<file path="config.mk">
export PLATFORM = sky130hd
export DESIGN_NAME = hstm_index
export DESIGN_NICKNAME = d
export VERILOG_FILES = /design/src/rtl/core/hdr_to_sdr_tonemap_block_defines.svh /design/src/rtl/core/hstm_pkg.sv /design/src/rtl/core/hstm_index.sv
export SDC_FILE = /design/constraint.sdc
export NUM_CORES = 2
export LEC_CHECK = 0
export ABC_AREA = 1
export BUFFER_PORTS_ARGS = -buffer_cell sky130_fd_sc_hd__buf_2
export CAP_MARGIN = 20
export CORE_MARGIN = 5
export CORE_UTILIZATION = 35
export DETAILED_ROUTE_END_ITERATION = 7
export GPL_TIMING_DRIVEN = 0
export HOLD_SLACK_MARGIN = 0.1
export PLACE_DENSITY = 0.63
export SYNTH_ARGS = -nofsm -noshare
export SYNTH_HDL_FRONTEND = slang
export SYNTH_SLANG_ARGS = --single-unit
</file>
<file path="constraint.sdc">
create_clock -name clk_i -period 5.2 [get_ports clk_i]
set_input_delay 1.04 -clock clk_i [delete_from_list [all_inputs] [get_ports clk_i]]
set_output_delay 1.04 -clock clk_i [all_outputs]
set_load 0.02 [all_outputs]
</file>
<file path="src/rtl/core/hdr_to_sdr_tonemap_block_defines.svh">
// ----------------------------------------------------------------------------
// hdr_to_sdr_tonemap_block_defines.svh
// Assertion macros shared by the tone-map modules. Each macro expects clk_i
// and rst_ni to be visible in the module that uses it.
// ----------------------------------------------------------------------------
`ifndef HDR_TO_SDR_TONEMAP_BLOCK_DEFINES_SVH
`define HDR_TO_SDR_TONEMAP_BLOCK_DEFINES_SVH

// same-cycle implication
`define HSTM_ASSERT_IMP(name, pre, post, msg) \
  name: assert property (@(posedge clk_i) disable iff (!rst_ni) (pre) |-> (post)) \
    else $error(msg);

// next-cycle implication
`define HSTM_ASSERT_NXT(name, pre, post, msg) \
  name: assert property (@(posedge clk_i) disable iff (!rst_ni) (pre) |=> (post)) \
    else $error(msg);

`endif

</file>
<file path="src/rtl/core/hstm_pkg.sv">
// ----------------------------------------------------------------------------
// hstm_pkg
// Types and constants of the HDR to SDR tone-map pipeline.
// ----------------------------------------------------------------------------
package hstm_pkg;

  localparam int unsigned TABLE_ENTRIES = 1024;
  localparam int unsigned ADDR_W        = $clog2(TABLE_ENTRIES);
  localparam int unsigned CODE_W        = 10;
  localparam int unsigned SDR_W         = 8;
  localparam int unsigned COEF_W        = 12;
  localparam int unsigned SCALE_W       = 10;
  localparam int unsigned PIXELS        = 4;
  localparam int unsigned CHANNELS      = 3;

  localparam int unsigned CH_R = 0;
  localparam int unsigned CH_G = 1;
  localparam int unsigned CH_B = 2;

  // delta path
  localparam int unsigned Q10_SHIFT = 10;
  localparam int unsigned PROD_W    = CODE_W + COEF_W;
  localparam int unsigned DELTA_W   = PROD_W - Q10_SHIFT;
  localparam int unsigned IDX_W     = DELTA_W + 1;
  localparam int          Q10_HALF  = 512;

  // color path
  localparam int unsigned Q8_SHIFT      = 8;
  localparam int          Q8_HALF       = 128;
  localparam int          CHROMA_OFFSET = 128;
  localparam int unsigned MIX_W         = 18;
  localparam int unsigned MIXQ_W        = MIX_W - Q8_SHIFT;
  localparam int unsigned CPROD_W       = 20;
  localparam int unsigned CHR_W         = CPROD_W - Q8_SHIFT;

  localparam int Y_R = 67;
  localparam int Y_G = 174;
  localparam int Y_B = 15;
  localparam int R709_R = 425;
  localparam int R709_G = -150;
  localparam int R709_B = -19;
  localparam int B709_R = -5;
  localparam int B709_G = -26;
  localparam int B709_B = 287;

  // APB
  localparam int unsigned CFG_DATA_W = 32;
  localparam int unsigned CFG_ADDR_W = 5;
  localparam int unsigned REG_IDX_W  = 3;

  typedef enum logic {
    FUNC_LOAD    = 1'b0,
    FUNC_TONEMAP = 1'b1
  } func_e;

  typedef enum logic [REG_IDX_W-1:0] {
    REG_RED_COEF_FROM_CR   = 3'd0,
    REG_BLUE_COEF_FROM_CB  = 3'd1,
    REG_GREEN_COEF_FROM_CB = 3'd2,
    REG_GREEN_COEF_FROM_CR = 3'd3,
    REG_CB_SCALE           = 3'd4,
    REG_CR_SCALE           = 3'd5,
    REG_CHROMA_MIN         = 3'd6,
    REG_CHROMA_MAX         = 3'd7
  } reg_idx_e;

  typedef struct packed {
    logic signed [COEF_W-1:0] red_coef_from_cr;
    logic signed [COEF_W-1:0] blue_coef_from_cb;
    logic signed [COEF_W-1:0] green_coef_from_cb;
    logic signed [COEF_W-1:0] green_coef_from_cr;
    logic [SCALE_W-1:0]       cb_scale;
    logic [SCALE_W-1:0]       cr_scale;
    logic [SDR_W-1:0]         chroma_min;
    logic [SDR_W-1:0]         chroma_max;
  } cfg_t;

  typedef logic [PIXELS-1:0][CODE_W-1:0]                 luma_t;
  typedef logic [PIXELS-1:0][CHANNELS-1:0][ADDR_W-1:0]   px_idx_t;
  typedef logic [PIXELS-1:0][CHANNELS-1:0][SDR_W-1:0]    px_val_t;

  typedef struct packed {
    func_e             func;
    logic [ADDR_W-1:0] table_index;
    logic [SDR_W-1:0]  table_value;
    logic [CODE_W-1:0] cb_code;
    logic [CODE_W-1:0] cr_code;
    luma_t             luma;
  } item_t;

  typedef struct packed {
    func_e             func;
    logic [ADDR_W-1:0] table_index;
    logic [SDR_W-1:0]  table_value;
    px_idx_t           px;
  } idx_item_t;

  typedef struct packed {
    logic [PIXELS-1:0][SDR_W-1:0] sdr;
    logic [SDR_W-1:0]             cb;
    logic [SDR_W-1:0]             cr;
  } result_t;

endpackage

</file>
<file path="src/rtl/core/hstm_index.sv">
// ----------------------------------------------------------------------------
// hstm_index
// Stages 1-2: Q10 chroma deltas, then per-pixel, per-channel table indexes.
// ----------------------------------------------------------------------------
module hstm_index (
  input  logic                clk_i,
  input  logic                rst_ni,
  input  hstm_pkg::cfg_t      cfg_i,
  input  logic                in_valid_i,
  output logic                in_ready_o,
  input  hstm_pkg::item_t     in_item_i,
  output logic                out_valid_o,
  input  logic                out_ready_i,
  output hstm_pkg::idx_item_t out_item_o
);

  // centered code times coefficient, rounded to Q0
  function automatic logic signed [hstm_pkg::DELTA_W-1:0] q10_delta(
    input logic [hstm_pkg::CODE_W-1:0]        code,
    input logic signed [hstm_pkg::COEF_W-1:0] coef
  );
    logic signed [hstm_pkg::PROD_W-1:0] x_e;
    logic signed [hstm_pkg::PROD_W-1:0] c_e;
    logic signed [hstm_pkg::PROD_W-1:0] p;
    // code - 512 is the code with its top bit inverted
    x_e = hstm_pkg::PROD_W'($signed({~code[hstm_pkg::CODE_W-1],
                                     code[hstm_pkg::CODE_W-2:0]}));
    c_e = hstm_pkg::PROD_W'(coef);
    p   = x_e * c_e + hstm_pkg::PROD_W'(hstm_pkg::Q10_HALF);
    return p[hstm_pkg::PROD_W-1:hstm_pkg::Q10_SHIFT];
  endfunction

  function automatic logic [hstm_pkg::ADDR_W-1:0] clamp_idx(
    input logic signed [hstm_pkg::IDX_W-1:0] v
  );
    logic [hstm_pkg::ADDR_W-1:0] r;
    if (v[hstm_pkg::IDX_W-1]) begin
      r = '0;
    end else if (|v[hstm_pkg::IDX_W-2:hstm_pkg::ADDR_W]) begin
      r = '1;
    end else begin
      r = v[hstm_pkg::ADDR_W-1:0];
    end
    return r;
  endfunction

  logic en1, en2;
  logic v1_q, v2_q;

  hstm_pkg::func_e                    func1_q;
  logic [hstm_pkg::ADDR_W-1:0]        tidx1_q;
  logic [hstm_pkg::SDR_W-1:0]         tval1_q;
  hstm_pkg::luma_t                    luma1_q;
  logic signed [hstm_pkg::DELTA_W-1:0] dr1_q, db1_q, dgr1_q, dgb1_q;

  logic signed [hstm_pkg::IDX_W-1:0]  dr_e, db_e, dg_e;
  hstm_pkg::idx_item_t                item2_d, item2_q;

  assign en2        = !v2_q || out_ready_i;
  assign en1        = !v1_q || en2;
  assign in_ready_o = en1;

  // stage 1: four multiplies
  always_ff @(posedge clk_i or negedge rst_ni) begin
    if (!rst_ni) begin
      v1_q <= 1'b0;
    end else if (en1) begin
      v1_q <= in_valid_i;
    end
  end

  always_ff @(posedge clk_i) begin
    if (en1) begin
      func1_q <= in_item_i.func;
      tidx1_q <= in_item_i.table_index;
      tval1_q <= in_item_i.table_value;
      luma1_q <= in_item_i.luma;
      dr1_q   <= q10_delta(in_item_i.cr_code, cfg_i.red_coef_from_cr);
      db1_q   <= q10_delta(in_item_i.cb_code, cfg_i.blue_coef_from_cb);
      dgr1_q  <= q10_delta(in_item_i.cr_code, cfg_i.green_coef_from_cr);
      dgb1_q  <= q10_delta(in_item_i.cb_code, cfg_i.green_coef_from_cb);
    end
  end

  // stage 2: luma plus delta, clamped into the table
  assign dr_e = hstm_pkg::IDX_W'(dr1_q);
  assign db_e = hstm_pkg::IDX_W'(db1_q);
  assign dg_e = hstm_pkg::IDX_W'(dgr1_q) + hstm_pkg::IDX_W'(dgb1_q);

  always_comb begin
    item2_d.func        = func1_q;
    item2_d.table_index = tidx1_q;
    item2_d.table_value = tval1_q;
    for (int p = 0; p < hstm_pkg::PIXELS; p++) begin
      item2_d.px[p][hstm_pkg::CH_R] =
        clamp_idx(hstm_pkg::IDX_W'($signed({1'b0, luma1_q[p]})) + dr_e);
      item2_d.px[p][hstm_pkg::CH_G] =
        clamp_idx(hstm_pkg::IDX_W'($signed({1'b0, luma1_q[p]})) + dg_e);
      item2_d.px[p][hstm_pkg::CH_B] =
        clamp_idx(hstm_pkg::IDX_W'($signed({1'b0, luma1_q[p]})) + db_e);
    end
  end

  always_ff @(posedge clk_i or negedge rst_ni) begin
    if (!rst_ni) begin
      v2_q <= 1'b0;
    end else if (en2) begin
      v2_q <= v1_q;
    end
  end

  always_ff @(posedge clk_i) begin
    if (en2) begin
      item2_q <= item2_d;
    end
  end

  assign out_valid_o = v2_q;
  assign out_item_o  = item2_q;

endmodule

</file>
# After elaboration in Yosys (flattened, before gate mapping)
# Cells that the tools add are included.
totals:
  register_bits: 248
  latchBits: 0
  ramBits: 0
  rom_bits: 0
  input_bits: 167
  wordCells: 79
  n_memories: 0
op_classes:
  add_sub_neg: 17
  mul: 4
  div: 0
  order_cmp: 0
  eq_ne: 0
  shift: 0
  mux: 12
  n_bitwise: 2
  n_reduce_logical: 16
ops:
  columns: ["cell", "count"]
  rows:
  - ["two-way mux 10 bit", 12]
  - ["adder 11 x 12 -> 13 bit", 8]
  - ["adder 22 x 11 -> 22 bit, second input constant", 4]
  - ["multiplier 10 x 12 -> 22 bit", 4]
  - ["adder 11 x 13 -> 13 bit", 4]
  - ["OR reduction 2 bit", 12]
  - ["adder 12 x 12 -> 13 bit", 1]
  - ["zero test 1 bit", 2]
  - ["logical OR 1 bit", 2]
  - ["inverter 1 bit", 2]

# Depth between registers and ports, before layout
depth:
  ltp_word: 4
  mapped_depth: 25
  ltp_nobuf: 24

# Least setup slack after synthesis
# No wires, ideal clock.
synth_timing:
  path_type: "input to register"
  startpoint: "input in_item_i[41] (netlist name)"
  endpoint: "register dr1_q[11] (netlist name), data pin"
  setup_time_ns: 0.252
  arrival_ns: 5.288
  t_required_ns: 4.948
  path_slack_ns: -0.341
  path_stages: 20
  n_path_buf: 1
  cell_sequence: "clkbuf_1 nand2_1 fa_1 inv_1 fa_1 fa_1 fa_1 inv_1 fa_1 inv_1 ha_1 nand2_1 nor2_1 inv_1 nor4_1 nand3_1 nand3_1 inv_1 nand2_1 nand2_1"
synth_between:
  elab_chain_len: 2
synth_rtl:
  columns: ["element", "line_no", "source"]
  rows:
  - ["start: declaration", "hstm_index.sv:11", "input hstm_pkg::item_t in_item_i,"]
  - ["multiplier 10 x 12 -> 22 bit", "hstm_index.sv:29", "p = x_e * c_e + hstm_pkg::PROD_W'(hstm_pkg::Q10_HALF);"]
  - ["adder 22 x 11 -> 22 bit", "hstm_index.sv:29", null]
  - ["end signal: assignment", "hstm_index.sv:78", "dr1_q <= q10_delta(in_item_i.cr_code, cfg_i.red_coef_from_cr);"]
  - ["end: declaration", "hstm_index.sv:54", "logic signed [hstm_pkg::DELTA_W-1:0] dr1_q, db1_q, dgr1_q, dgb1_q;"]
# No other way between the ends.
# A chain may end at the register's enable or synchronous reset.

# Final worst setup path
layout_timing:
  startpoint: "input in_item_i[46] (netlist name)"
  endpoint: "register dgr1_q[11] (netlist name), data pin"
layout_between:
  elab_chain_len: 2
layout_rtl:
  columns: ["element", "line_no", "source"]
  rows:
  - ["multiplier 10 x 12 -> 22 bit", "hstm_index.sv:29", null]
  - ["adder 22 x 11 -> 22 bit", "hstm_index.sv:29", null]
  - ["end signal: assignment", "hstm_index.sv:80", "dgr1_q <= q10_delta(in_item_i.cr_code, cfg_i.green_coef_from_cr);"]
  - ["end: declaration", "hstm_index.sv:54", null]
# No other way between the ends.

==> metrics.csv <==
metric;value;unit
outcome;complete, no violations;
muxShareOfSynthArea;0;
area_growth;15.6;%
insertion_delay;0.57;ns
synth_xor_area_frac;0.0488;
num-fill-cells;9732;
port_buffers;223;
hp-class;input port to asynchronous set/reset pin;
synthCells;4178;
die_w;323;um
vias_per_cell;4.79;
cts_buffers;28;
synthArstFlopShare;0.00806;
min_period;5.11;ns
start_kind;input port;
die_area;104000;um2
synth_fp_nets;5118;
yosys.area_share.simple;0.183;
synth-seq-area-share;0.217;
synth_area_leaders;fa_1, edfxtp_1, ha_1;
setup_viol;0;
antenna_found_initial;7;
drt-initial-drc-count;1699;
tightest_slew;0.846;ns
yosys.area.top_type_share;0.255;
initial_core_util;0.354;
via_count;27600;
clkTransAtPathRegs;0.06;ns
rsz0062_at_grt;true;
rows;114;
fmax;196;MHz
syn_area_per_cell;8.21;um2
final.period_utilization;0.983;
netlist_area;34300;um2
final_layout_size_suffix_gt1_frac;0.125;
crit_arrival;5.43;ns
synth_cell_types;44;
drtPass1Iterations;8;
yosys-top-cells-count;nand2_1, inv_1, fa_1;
fp.dieH;323;um
cts_buffer_depth;3;
ys_ff_latch;248;
synth_warnings;0;
synth_edf_count;246;
grt_max_degree;73;
synth-adder-area-share;0.378;
clock_sink_count;248;
ant_nets;0;
nets;5397;
yosysTopAreaCell;fa_1;
tns;0;ns
place_hpwl;80300;um
drt-wirelength-per-cell;16.8;um
path_class;input port to register;
grtUsageTotal;0.184;
pin_count;308;
endpoint_kind;register;
clockRootBuffer;clkbuf_16;
cp_max_fo;10;
cts_tree;built;
grt_pass1_vias;27700;
h-tree-depth;1;
core_area;97000;um2
drc;0;
synth_compound_gate_area_share;0.0514;
required;5.52;ns
gp_congestion;0.923;
synth_top_family_by_area;adder cells;
wirelength;97000;um
gr-total-overflow;0;
yosysMostFrequentCell;nand2_1;
slew_headroom;0.434;
drv_cap;0;
maxSlewViolCount;0;
hold_viol;0;
synth_ff_type;edfxtp_1;
fin_skew;0.0265;ns
grt_first_pass_wirelength;152000;um
[cell type report]
cell class	instances	area (um2)	area share
timing repair buffer	249	1510	0.0382
clock inverter	21	155	0.00391
sequential	248	7440	0.188
clock buffer	31	712	0.0180
multi-input combinational	2815	23400	0.591
antenna	6	15.0	0.000379
tap	1276	1600	0.0403
buffer	94	953	0.0240
inverter	1021	3840	0.0968
[metal layers]
metal  up-vias  GRT usage  part of all wire  wire length, um
met2       822      0.308              0.46            44600
met1     13300      0.247              0.44            42600
met4         4     0.0558             0.035             3410
met5         -          0           0.00022               21
li1      13200          -                 -                -
met3       186     0.0273             0.065             6350
[state kept, by name, indices dropped and copies added, names as in the netlist]
| signal | count |
|---|---|
| dgr1_q | 12 |
| luma1_q | 40 |
| db1_q | 12 |
| out_valid_o | 1 |
| tidx1_q | 10 |
| dgb1_q | 12 |
| out_item_o | 139 |
| v1_q | 1 |
| tval1_q | 8 |
| func1_q | 1 |
| dr1_q | 12 |
[critical path, stage by stage]
cell      delay, ns
clkbuf_4       0.18
clkbuf_8       0.21
nand2_1        0.08
fa_1           0.47
inv_1          0.05
fa_1           0.58
fa_1           0.43
fa_1           0.49
inv_1          0.05
fa_1           0.52
inv_1          0.08
ha_4           0.30
nand2_1        0.09
nor2_2         0.14
inv_1          0.05
o211ai_1       0.29
nand2_1        0.10
nand2_1        0.10
inv_1          0.04
nand2_1        0.07
nand2_2        0.06
[logic make-up after synthesis]
logic type | count (synthesis)
simple gates | 1544
buf+inv | 1115
fa+ha+maj | 773
compound gates | 307
flops | 248
xor+xnor | 191
[metrics by stage]
stage	cell area, um2	setup slack (ns)	std cells	util	hold slack (ns)
floorplan	34900	-0.0401	4178	-	0.400
global placement	37600	-2.26	5677	0.388	0.402
detailed placement	37700	-1.03	5680	0.389	0.405
CTS	38900	0.00168	5734	0.401	0.236
global route	39600	-0.0268	5755	0.409	0.242
finish	39700	0.0889	5761	0.409	0.263
[worst paths after layout]
check,cells after the start,start,slack (ns),endpoint
min in group clk_i,0,tidx1_q[2]$_DFFE_PP_,0.42,out_item_o[130]$_DFFE_PP_
max in group asynchronous,1,rst_ni,4.84,out_valid_o$_DFFE_PN0P_
worst min-delay path,1,rst_ni,0.26,v1_q$_DFFE_PN0P_
worst min register to register,0,tidx1_q[2]$_DFFE_PP_,0.42,out_item_o[130]$_DFFE_PP_
worst max-delay path,21,in_item_i[46],0.09,dgr1_q[11]$_DFFE_PP_
worst max register to register,19,dgb1_q[3]$_DFFE_PP_,1.29,out_item_o[79]$_SDFFCE_PP0P_
[timing repair]
| item | 4_1_cts | 5_1_grt |
|---|---|---|
| setup buffers | 2 | 20 |
| pin swaps | 4 | 48 |
| setup endpoints to repair | 26 | 35 |
| cloned | 0 | 1 |
| gates resized for setup | 64 | 175 |
| hold buffers | 0 | 0 |
[layout by cell type, fill, tap and decap left out, types with 11 or more instances in the layout]
master        n
o21bai_1     16
clkbuf_1     12
a21oi_1     157
nand3_2      12
xnor2_1      69
ha_1        293
inv_2        17
nor2_1      249
clkbuf_2     14
clkbuf_8     14
buf_4        26
nor2_2       16
buf_8        19
ha_4         37
a31oi_1      12
a21o_1       23
nand2_2      20
fa_2         12
clkbuf_16    33
nand3_1     137
nand4_1      11
o21ai_0      48
nand2_1    1041
clkbuf_4     12
inv_1      1003
xor2_1      122
buf_6        11
fa_1        425
edfxtp_1    246
buf_2       220
Power is not shown: default switching activity piles up to over one toggle a cycle in this logic, so the estimate is an artifact.
