`config.mk`:
```
export PLATFORM = sky130hd
export DESIGN_NAME = hstm_color
export DESIGN_NICKNAME = d
export VERILOG_FILES = /design/src/rtl/core/hstm_pkg.sv /design/src/rtl/core/hstm_color.sv
export VERILOG_INCLUDE_DIRS = /design/src /design/src/rtl/core
export SDC_FILE = /design/constraint.sdc
export NUM_CORES = 2
export LEC_CHECK = 0
export ABC_AREA = 1
export BUFFER_PORTS_ARGS = -buffer_cell sky130_fd_sc_hd__buf_2
export CAP_MARGIN = 40
export CORE_ASPECT_RATIO = 0.75
export CORE_MARGIN = 1.5
export CORE_UTILIZATION = 55
export DETAILED_ROUTE_END_ITERATION = 10
export GPL_TIMING_DRIVEN = 1
export PLACE_DENSITY_LB_ADDON = 0.25
export RECOVER_POWER = 100
export SLEW_MARGIN = 10
export SYNTH_ARGS = -nofsm -noshare
export SYNTH_HDL_FRONTEND = slang
export SYNTH_SLANG_ARGS = --single-unit
```
`constraint.sdc`:
```
create_clock -name clk_i -period 7.8 [get_ports clk_i]
set_input_delay 0 -clock clk_i [delete_from_list [all_inputs] [get_ports clk_i]]
set_output_delay 0 -clock clk_i [all_outputs]
set_load 0.02 [all_outputs]
```
`src/rtl/core/hdr_to_sdr_tonemap_block_defines.svh`:
```
// ----------------------------------------------------------------------------
// hdr_to_sdr_tonemap_block_defines.svh
// Assertion macros shared by the tone-map modules. Each macro expects clk_i
// and rst_ni to be visible in the module that uses it.
// ----------------------------------------------------------------------------
`ifndef HDR_TO_SDR_TONEMAP_BLOCK_DEFINES_SVH
`define HDR_TO_SDR_TONEMAP_BLOCK_DEFINES_SVH

// same-cycle implication
`define HSTM_ASSERT_IMP(name, pre, post, msg) \
  name: assert property (@(posedge clk_i) disable iff (!rst_ni) (pre) |-> (post)) \
    else $error(msg);

// next-cycle implication
`define HSTM_ASSERT_NXT(name, pre, post, msg) \
  name: assert property (@(posedge clk_i) disable iff (!rst_ni) (pre) |=> (post)) \
    else $error(msg);

`endif

```
`src/rtl/core/hstm_pkg.sv`:
```
// ----------------------------------------------------------------------------
// hstm_pkg
// Types and constants of the HDR to SDR tone-map pipeline.
// ----------------------------------------------------------------------------
package hstm_pkg;

  localparam int unsigned TABLE_ENTRIES = 1024;
  localparam int unsigned ADDR_W        = $clog2(TABLE_ENTRIES);
  localparam int unsigned CODE_W        = 10;
  localparam int unsigned SDR_W         = 8;
  localparam int unsigned COEF_W        = 12;
  localparam int unsigned SCALE_W       = 10;
  localparam int unsigned PIXELS        = 4;
  localparam int unsigned CHANNELS      = 3;

  localparam int unsigned CH_R = 0;
  localparam int unsigned CH_G = 1;
  localparam int unsigned CH_B = 2;

  // delta path
  localparam int unsigned Q10_SHIFT = 10;
  localparam int unsigned PROD_W    = CODE_W + COEF_W;
  localparam int unsigned DELTA_W   = PROD_W - Q10_SHIFT;
  localparam int unsigned IDX_W     = DELTA_W + 1;
  localparam int          Q10_HALF  = 512;

  // color path
  localparam int unsigned Q8_SHIFT      = 8;
  localparam int          Q8_HALF       = 128;
  localparam int          CHROMA_OFFSET = 128;
  localparam int unsigned MIX_W         = 18;
  localparam int unsigned MIXQ_W        = MIX_W - Q8_SHIFT;
  localparam int unsigned CPROD_W       = 20;
  localparam int unsigned CHR_W         = CPROD_W - Q8_SHIFT;

  localparam int Y_R = 67;
  localparam int Y_G = 174;
  localparam int Y_B = 15;
  localparam int R709_R = 425;
  localparam int R709_G = -150;
  localparam int R709_B = -19;
  localparam int B709_R = -5;
  localparam int B709_G = -26;
  localparam int B709_B = 287;

  // APB
  localparam int unsigned CFG_DATA_W = 32;
  localparam int unsigned CFG_ADDR_W = 5;
  localparam int unsigned REG_IDX_W  = 3;

  typedef enum logic {
    FUNC_LOAD    = 1'b0,
    FUNC_TONEMAP = 1'b1
  } func_e;

  typedef enum logic [REG_IDX_W-1:0] {
    REG_RED_COEF_FROM_CR   = 3'd0,
    REG_BLUE_COEF_FROM_CB  = 3'd1,
    REG_GREEN_COEF_FROM_CB = 3'd2,
    REG_GREEN_COEF_FROM_CR = 3'd3,
    REG_CB_SCALE           = 3'd4,
    REG_CR_SCALE           = 3'd5,
    REG_CHROMA_MIN         = 3'd6,
    REG_CHROMA_MAX         = 3'd7
  } reg_idx_e;

  typedef struct packed {
    logic signed [COEF_W-1:0] red_coef_from_cr;
    logic signed [COEF_W-1:0] blue_coef_from_cb;
    logic signed [COEF_W-1:0] green_coef_from_cb;
    logic signed [COEF_W-1:0] green_coef_from_cr;
    logic [SCALE_W-1:0]       cb_scale;
    logic [SCALE_W-1:0]       cr_scale;
    logic [SDR_W-1:0]         chroma_min;
    logic [SDR_W-1:0]         chroma_max;
  } cfg_t;

  typedef logic [PIXELS-1:0][CODE_W-1:0]                 luma_t;
  typedef logic [PIXELS-1:0][CHANNELS-1:0][ADDR_W-1:0]   px_idx_t;
  typedef logic [PIXELS-1:0][CHANNELS-1:0][SDR_W-1:0]    px_val_t;

  typedef struct packed {
    func_e             func;
    logic [ADDR_W-1:0] table_index;
    logic [SDR_W-1:0]  table_value;
    logic [CODE_W-1:0] cb_code;
    logic [CODE_W-1:0] cr_code;
    luma_t             luma;
  } item_t;

  typedef struct packed {
    func_e             func;
    logic [ADDR_W-1:0] table_index;
    logic [SDR_W-1:0]  table_value;
    px_idx_t           px;
  } idx_item_t;

  typedef struct packed {
    logic [PIXELS-1:0][SDR_W-1:0] sdr;
    logic [SDR_W-1:0]             cb;
    logic [SDR_W-1:0]             cr;
  } result_t;

endpackage

```
`src/rtl/core/hstm_color.sv`:
```
// ----------------------------------------------------------------------------
// hstm_color
// Stages 4-6: SDR luma of each pixel, gamut matrix and chroma scaling of
// the top-left pixel, final chroma limits. Stage 6 is the output register.
// ----------------------------------------------------------------------------
`include "hdr_to_sdr_tonemap_block_defines.svh"

module hstm_color (
  input  logic              clk_i,
  input  logic              rst_ni,
  input  hstm_pkg::cfg_t    cfg_i,
  input  logic              in_valid_i,
  output logic              in_ready_o,
  input  hstm_pkg::px_val_t in_px_i,
  output logic              out_valid_o,
  input  logic              out_ready_i,
  output hstm_pkg::result_t out_res_o
);

  // kr*r + kg*g + kb*b + 128
  function automatic logic signed [hstm_pkg::MIX_W-1:0] mix3(
    input logic [hstm_pkg::SDR_W-1:0] r,
    input logic [hstm_pkg::SDR_W-1:0] g,
    input logic [hstm_pkg::SDR_W-1:0] b,
    input int                         kr,
    input int                         kg,
    input int                         kb
  );
    logic signed [hstm_pkg::MIX_W-1:0] re, ge, be;
    re = hstm_pkg::MIX_W'($signed({1'b0, r}));
    ge = hstm_pkg::MIX_W'($signed({1'b0, g}));
    be = hstm_pkg::MIX_W'($signed({1'b0, b}));
    return re * hstm_pkg::MIX_W'(kr) + ge * hstm_pkg::MIX_W'(kg) +
           be * hstm_pkg::MIX_W'(kb) + hstm_pkg::MIX_W'(hstm_pkg::Q8_HALF);
  endfunction

  function automatic logic [hstm_pkg::SDR_W-1:0] clamp8(
    input logic signed [hstm_pkg::MIXQ_W-1:0] v
  );
    logic [hstm_pkg::SDR_W-1:0] r;
    if (v[hstm_pkg::MIXQ_W-1]) begin
      r = '0;
    end else if (|v[hstm_pkg::MIXQ_W-2:hstm_pkg::SDR_W]) begin
      r = '1;
    end else begin
      r = v[hstm_pkg::SDR_W-1:0];
    end
    return r;
  endfunction

  // round, recenter, then min first and max last so crossed limits give max
  function automatic logic [hstm_pkg::SDR_W-1:0] chroma_out(
    input logic signed [hstm_pkg::CPROD_W-1:0] p,
    input logic [hstm_pkg::SDR_W-1:0]          lo,
    input logic [hstm_pkg::SDR_W-1:0]          hi
  );
    logic signed [hstm_pkg::CPROD_W-1:0] t;
    logic signed [hstm_pkg::CHR_W-1:0]   v, lo_e, hi_e;
    t    = p + hstm_pkg::CPROD_W'(hstm_pkg::Q8_HALF);
    v    = t[hstm_pkg::CPROD_W-1:hstm_pkg::Q8_SHIFT] +
           hstm_pkg::CHR_W'(hstm_pkg::CHROMA_OFFSET);
    lo_e = hstm_pkg::CHR_W'({1'b0, lo});
    hi_e = hstm_pkg::CHR_W'({1'b0, hi});
    if (v < lo_e) begin
      v = lo_e;
    end
    if (v > hi_e) begin
      v = hi_e;
    end
    return v[hstm_pkg::SDR_W-1:0];
  endfunction

  logic en4, en5, en6;
  logic v4_q, v5_q, v6_q;

  // stage 4
  logic signed [hstm_pkg::MIX_W-1:0]       y_sum [hstm_pkg::PIXELS];
  logic signed [hstm_pkg::MIX_W-1:0]       r709_sum, b709_sum;
  logic [hstm_pkg::PIXELS-1:0][hstm_pkg::SDR_W-1:0] y4_d, y4_q, y5_q;
  logic signed [hstm_pkg::MIXQ_W-1:0]      r709_q, b709_q;

  // stage 5
  logic [hstm_pkg::SDR_W-1:0]              r709_c, b709_c;
  logic signed [hstm_pkg::SDR_W:0]         dcb, dcr;
  logic signed [hstm_pkg::CPROD_W-1:0]     cb_prod_d, cr_prod_d, cb_prod_q, cr_prod_q;

  // stage 6
  hstm_pkg::result_t                       res_d, res_q;

  assign en6        = !v6_q || out_ready_i;
  assign en5        = !v5_q || en6;
  assign en4        = !v4_q || en5;
  assign in_ready_o = en4;

  always_comb begin
    for (int p = 0; p < hstm_pkg::PIXELS; p++) begin
      y_sum[p] = mix3(in_px_i[p][hstm_pkg::CH_R], in_px_i[p][hstm_pkg::CH_G],
                      in_px_i[p][hstm_pkg::CH_B],
                      hstm_pkg::Y_R, hstm_pkg::Y_G, hstm_pkg::Y_B);
      y4_d[p]  = y_sum[p][hstm_pkg::SDR_W+hstm_pkg::Q8_SHIFT-1:hstm_pkg::Q8_SHIFT];
    end
  end

  assign r709_sum = mix3(in_px_i[0][hstm_pkg::CH_R], in_px_i[0][hstm_pkg::CH_G],
                         in_px_i[0][hstm_pkg::CH_B],
                         hstm_pkg::R709_R, hstm_pkg::R709_G, hstm_pkg::R709_B);
  assign b709_sum = mix3(in_px_i[0][hstm_pkg::CH_R], in_px_i[0][hstm_pkg::CH_G],
                         in_px_i[0][hstm_pkg::CH_B],
                         hstm_pkg::B709_R, hstm_pkg::B709_G, hstm_pkg::B709_B);

  always_ff @(posedge clk_i) begin
    if (en4) begin
      y4_q   <= y4_d;
      r709_q <= r709_sum[hstm_pkg::MIX_W-1:hstm_pkg::Q8_SHIFT];
      b709_q <= b709_sum[hstm_pkg::MIX_W-1:hstm_pkg::Q8_SHIFT];
    end
  end

  // stage 5: (709 value - y) * scale
  assign r709_c    = clamp8(r709_q);
  assign b709_c    = clamp8(b709_q);
  assign dcb       = $signed({1'b0, b709_c}) - $signed({1'b0, y4_q[0]});
  assign dcr       = $signed({1'b0, r709_c}) - $signed({1'b0, y4_q[0]});
  assign cb_prod_d = hstm_pkg::CPROD_W'(dcb) *
                     hstm_pkg::CPROD_W'($signed({1'b0, cfg_i.cb_scale}));
  assign cr_prod_d = hstm_pkg::CPROD_W'(dcr) *
                     hstm_pkg::CPROD_W'($signed({1'b0, cfg_i.cr_scale}));

  always_ff @(posedge clk_i) begin
    if (en5) begin
      y5_q      <= y4_q;
      cb_prod_q <= cb_prod_d;
      cr_prod_q <= cr_prod_d;
    end
  end

  // stage 6
  always_comb begin
    res_d.sdr = y5_q;
    res_d.cb  = chroma_out(cb_prod_q, cfg_i.chroma_min, cfg_i.chroma_max);
    res_d.cr  = chroma_out(cr_prod_q, cfg_i.chroma_min, cfg_i.chroma_max);
  end

  always_ff @(posedge clk_i) begin
    if (en6) begin
      res_q <= res_d;
    end
  end

  always_ff @(posedge clk_i or negedge rst_ni) begin
    if (!rst_ni) begin
      v4_q <= 1'b0;
      v5_q <= 1'b0;
      v6_q <= 1'b0;
    end else begin
      if (en4) begin
        v4_q <= in_valid_i;
      end
      if (en5) begin
        v5_q <= v4_q;
      end
      if (en6) begin
        v6_q <= v5_q;
      end
    end
  end

  assign out_valid_o = v6_q;
  assign out_res_o   = res_q;

  `HSTM_ASSERT_NXT(a_s4_capture, in_valid_i && in_ready_o, v4_q, "stage 4 dropped a transfer")
  `HSTM_ASSERT_IMP(a_out_from_s5, $rose(v6_q), $past(v5_q), "result appeared without stage 5")

endmodule

```
Yosys cells after proc, flatten, opt, wreduce, memory -nomap -nowiden --
Cells that the tools add are included.
Cells by class: $add $sub $neg 24, multiply operators 20, order comparisons 4, mux-type cells 8, reductions and logical operators 6
Operator list (number):
- 8-bit by 7-bit multiplier with 15-bit output, second input constant | 8
- 15-bit by 16-bit adder with 16-bit output | 4
- 16-bit by 12-bit adder with 16-bit output | 4
- 16-bit by 9-bit adder with 16-bit output, second input constant | 4
- 8-bit by 4-bit multiplier with 12-bit output, second input constant | 4
- 8-bit two-way mux | 6
- 20-bit by 9-bit adder with 20-bit output, second input constant | 2
- 9-bit by 11-bit multiplier with 20-bit output | 2
- 18-bit by 9-bit adder with 18-bit output, second input constant | 2
- 8-bit by 9-bit multiplier with 17-bit output, second input constant | 2
- 12-bit by 8-bit adder with 12-bit output, second input constant | 2
- 12-bit by 9-bit greater-than comparator with 1-bit output | 2
- 12-bit by 9-bit less-than comparator with 1-bit output | 2
- 12-bit two-way mux | 2
- 16-bit by 18-bit adder with 18-bit output | 1
- 18-bit by 15-bit adder with 18-bit output | 1
- 18-bit adder | 1
- 8-bit by 8-bit subtractor with 9-bit output | 2
- 9-bit by 8-bit multiplier with 17-bit output, second input constant | 1
- 13-bit by 15-bit adder with 16-bit output | 1
- 9-bit by 6-bit multiplier with 15-bit output, second input constant | 1
- 9-bit by 5-bit multiplier with 14-bit output, second input constant | 1
- 9-bit by 4-bit multiplier with 13-bit output, second input constant | 1
- 1-bit logical NOT | 3
- 1-bit logical OR | 3
Storage, ports and cells: flip-flop bits (word level) 175, input port bits 184, output and inout bits 50, logic and storage cells 83

Longest topological paths before layout --
word-level depth 6, mapped depth 32, mapped depth without buffers 32

Worst setup path before layout --
OpenSTA, ideal clock, no wires.
path kind register to register, start register b709_q[8] in the netlist's numbering, end register cb_prod_q[16] in the netlist's numbering (data pin), setup time 0.252 ns, arrival time 5.894 ns, required time 7.548 ns, path slack 1.654 ns, stages on the path, launching flop included 26, path buffers 1, clock period less this slack 6.146 ns, cell sequence edfxtp_1 > clkbuf_1 > o21ai_0 > ha_1 > fa_1 > o21ai_0 > nand3_1 > nand2_1 > or2_2 > nand2_1 > inv_1 > nand2_1 > fa_1 > fa_1 > inv_1 > fa_1 > fa_1 > inv_1 > fa_1 > inv_1 > ha_1 > nand4_1 > o31ai_2 > nand3_1 > nand3_1 > nand2_1
Between the ends: cells in the longest elaborated chain, start to end 4
RTL lines:
- from (decl) | RTL line hstm_color.sv:80 | logic signed [hstm_pkg::MIXQ_W-1:0] r709_q, b709_q;
- from (signal assigned) | RTL line hstm_color.sv:115 | b709_q <= b709_sum[hstm_pkg::MIX_W-1:hstm_pkg::Q8_SHIFT];
- 8-bit two-way mux | RTL line hstm_color.sv:43 | end else if (|v[hstm_pkg::MIXQ_W-2:hstm_pkg::SDR_W]) begin
- 8-bit two-way mux | RTL line hstm_color.sv:41 | if (v[hstm_pkg::MIXQ_W-1]) begin
- 8-bit by 8-bit subtractor with 9-bit output | RTL line hstm_color.sv:122 | assign dcb = $signed({1'b0, b709_c}) - $signed({1'b0, y4_q[0]});
- 9-bit by 11-bit multiplier with 20-bit output | RTL line hstm_color.sv:124 | assign cb_prod_d = hstm_pkg::CPROD_W'(dcb) *
- net cb_prod_d (one bit) | RTL line hstm_color.sv:85 | logic signed [hstm_pkg::CPROD_W-1:0] cb_prod_d, cr_prod_d, cb_prod_q, cr_prod_q;
- to (signal assigned) | RTL line hstm_color.sv:132 | cb_prod_q <= cb_prod_d;
- to (decl) | RTL line hstm_color.sv:85
The timed path passes the listed nets, and every way through them passes these cells. A chain may end at the register's enable or synchronous reset.

Worst setup path after layout --
start register b709_q[9] in the netlist's numbering, end register cb_prod_q[16] in the netlist's numbering (data pin)
Between the ends: cells in the longest elaborated chain, start to end 3
RTL lines (RTL line):
- 8-bit two-way mux | hstm_color.sv:41
- 8-bit by 8-bit subtractor with 9-bit output | hstm_color.sv:122
- 9-bit by 11-bit multiplier with 20-bit output | hstm_color.sv:124
- net cb_prod_d (one bit) | hstm_color.sv:85
The timed path passes the listed nets, and every way through them passes these cells.

==> run_results.csv <==
group,metric,value,unit
outcome,status,"finished, violations left",
outcome,violations,"capacitance limit, slew limit",
floorplan,core,0.0621,mm²
sta,hold_violations,0,
floorplan,start_util,55.7,%
job,cap_violations,3,
sta,setup_tns,0,ps
setup_path,max_stage_delay,540,ps
sta,fin_crit_sh,88.2,%
sta,finalWorstSetupSlack,921,ps
setup_path,cp_top_family,"adder cells",
cells_and_area,fin_area,0.0372,mm²
place,hpwl,64.3,mm
synth,synth_top_cell_area_share,28.0,%
cells_and_area,fin_nets,5441,
drt,drc,0,
sta,slew_violations,148,
synth,synth-seq-cells,161,
setup_path,startpoint,"b709_q[9]$_DFFE_PP_",
clocking,htreeDepth,4,
clocking,cts.clk_slew.worst_paths,70,ps
sta,grt_setup_unrepaired,"false",
drt,vias,25000,
worst_hold_path,min-delay-start,"cfg_i[13]",
setup_path,critPathLaunchType,"flip-flop",
drt,drtIter0Drc,1331,
synth,yosysSeqAreaShare,13.9,%
grt,gr-total-overflow,0,
place,pre_cts_slack,881,ps
floorplan,ios,234,
floorplan,die_area,0.0644,mm²
synth,synth_edf_count,158,
clocking,tritoncts,"yes",
clocking,cts_made_buffers,17,
synth,yosysWarnings,0,
place,dpl_cell_area,0.0366,mm²
clocking,cts-resized-gates,0,
worst_hold_path,hp-class,"input pin to flip-flop",
floorplan,die_w,293,µm
place,port_buffers,185,
setup_path,critPathSlowestCell,"fa_1",
synth,avgSynthCellArea,9.05,µm²
drt,wl_per_cell,15.0,µm
clocking,clock_latency,460,ps
drt,wl,72.7,mm
grt,antenna_found_initial,3,
sta,fmax,145,MHz
clocking,cts_root_buf,"clkbuf_16",
sta,finalCriticalPeriod,6880,ps
sta,relSlewSlack,-135,%
grt,grt_max_degree,59,
place,place.gp.congestion,0.943,
clocking,cts_buffer_depth,2,
cells_and_area,fin_util,59.9,%
drt,ant_nets,0,
synth,netlist_area,0.0346,mm²
grt,grt_use_total,23.5,%
synth,yosysTopAreaCell,"ha_1",
setup_path,path_class,"flip-flop to flip-flop",
sta,fin_skew,17.1,ps
synth,synthCells,3822,
drt,viasPerCell,5.14,
floorplan,chipHeight,220,µm
cells_and_area,drive_above_1_share,5.08,%
synth,syn-num-nets,5222,
setup_path,worstPathMaxFanout,7,
setup_path,critPathCaptureType,"flip-flop",
grt,grt_pass1_wl,122,mm
synth,synth.distinct_cells,48,
drt,drt-pass1-iter-count,6,
setup_path,worstPathRequired,8000,ps
setup_path,arrival,7080,ps
grt,grt_pass1_vias,24900,
cells_and_area,nFillCells,5451,
setup_path,reg2reg_from,"b709_q[9]$_DFFE_PP_",
setup_path,cp_num_buf_inv,8,
sta,setup_viol_count_final,0,
cells_and_area,area_growth_syn_to_layout,7.44,%
synth,synth-async-reset-ratio,1.86,%
clocking,clkSinkCount,161,
setup_path,crit_path_frequent_cell,"inv_1",
synth,synth_area_leaders,"ha_1 (28%), fa_1 (26%), edfxtp_1 (14%)",
floorplan,rows,79,
sta,tightestPinTransition,3530,ps
synth,synth_top_flop_cell,"edfxtp_1",
## flip-flops by register name, indices dropped and copies added, names as in the netlist
signal       flops
y4_q            32
cr_prod_q       13
r709_q          10
v5_q             1
out_valid_o      1
b709_q          10
res_d           32
out_res_o       48
v4_q             1
cb_prod_q       13
## per-layer routing
metal	global-route usage, %	wire length, µm
met1	35.8	37600
met2	36.2	30700
met3	3.49	3720
met4	3.49	740
met5	0	8
## cells in the final DEF, fill, tap and decap left out, types with 7 or more instances in the layout
master	netlist	final
nand3_1	107	107
buf_2	0	129
inv_1	946	945
dlygate4sd3_1	0	11
clkbuf_1	4	61
nor3_1	21	21
edfxtp_1	158	158
a31oi_1	12	12
a21oi_1	191	191
clkbuf_16	0	17
nand2_2	6	7
clkinv_1	6	7
o21bai_1	16	16
o21ai_0	93	94
a211oi_1	7	7
nor2_1	217	219
xnor2_1	53	53
o21a_1	7	7
fa_1	443	443
a21o_1	21	21
xor2_1	122	122
ha_1	773	773
nand4_1	37	37
or2_2	17	17
nand2_1	491	493
## synthesized netlist by cell type, types with 37 or more instances
library cell / n
inv_1: 946
ha_1: 773
nand2_1: 491
fa_1: 443
nor2_1: 217
a21oi_1: 191
edfxtp_1: 158
xor2_1: 122
nand3_1: 107
o21ai_0: 93
xnor2_1: 53
nand4_1: 37
## worst min-delay path: stages
cell and delay, ps:
buf_2 100, nand2_1 40, o21ai_0 120, nand2_1 70
nand2_1 60
## logic make-up (layout without fill, tap and decap cells)
group                      count (synthesis)  in the layout  share of synthesized area, %
DFF                                      161            161                          13.9
AOI/OAI and AO/OA                        386            386                          6.32
xor gates and xnor gates                 177            177                          4.53
adders and majority gates               1216           1216                          53.6
buffers and inverters                    962           1194                          10.4
and+or+nand+nor                          920            920                          11.2
other                                      0              1                             0
## area by class of cell
type / count / area, µm² / share of cell area (%)
multi-input cells: 2699 / 26100 / 70.3
clock inverters: 14 / 168 / 0.451
repair buffers: 205 / 1020 / 2.74
clock buffers: 18 / 429 / 1.15
flip-flops and latches: 161 / 4820 / 13.0
diodes: 1 / 2.50 / 0.00673
well taps: 810 / 1010 / 2.73
inverters: 957 / 3590 / 9.67
## through the flow
step	hold WS (ps)	instances
after floorplan	-296	3822
after CTS	16.0	4864
after global placement	-199	4821
after global routing	73.7	4865
after detailed placement	-199	4821
final	35.7	4865
## what timing repair did
item,CTS,global route
endpoints found under the hold margin,20,0
hold buffers,11,0
setup buffers,0,0
## worst paths after layout
kind | end | slack [ps] | depth (start not counted)
min in group asynchronous | out_valid_o$_DFFE_PN0P_ | 400 | 3
hold reg to reg | out_res_o[21]$_DFFE_PP_ | 410 | 0
setup reg to reg | cb_prod_q[16]$_DFFE_PP_ | 920 | 30
hold / removal | out_res_o[13]$_DFFE_PP_ | 40 | 5
setup / recovery | cb_prod_q[16]$_DFFE_PP_ | 920 | 30
max in group asynchronous | v5_q$_DFFE_PN0P_ | 7250 | 3
Power is not shown: default switching activity piles up to over one toggle a cycle in this logic, so the estimate is an artifact.
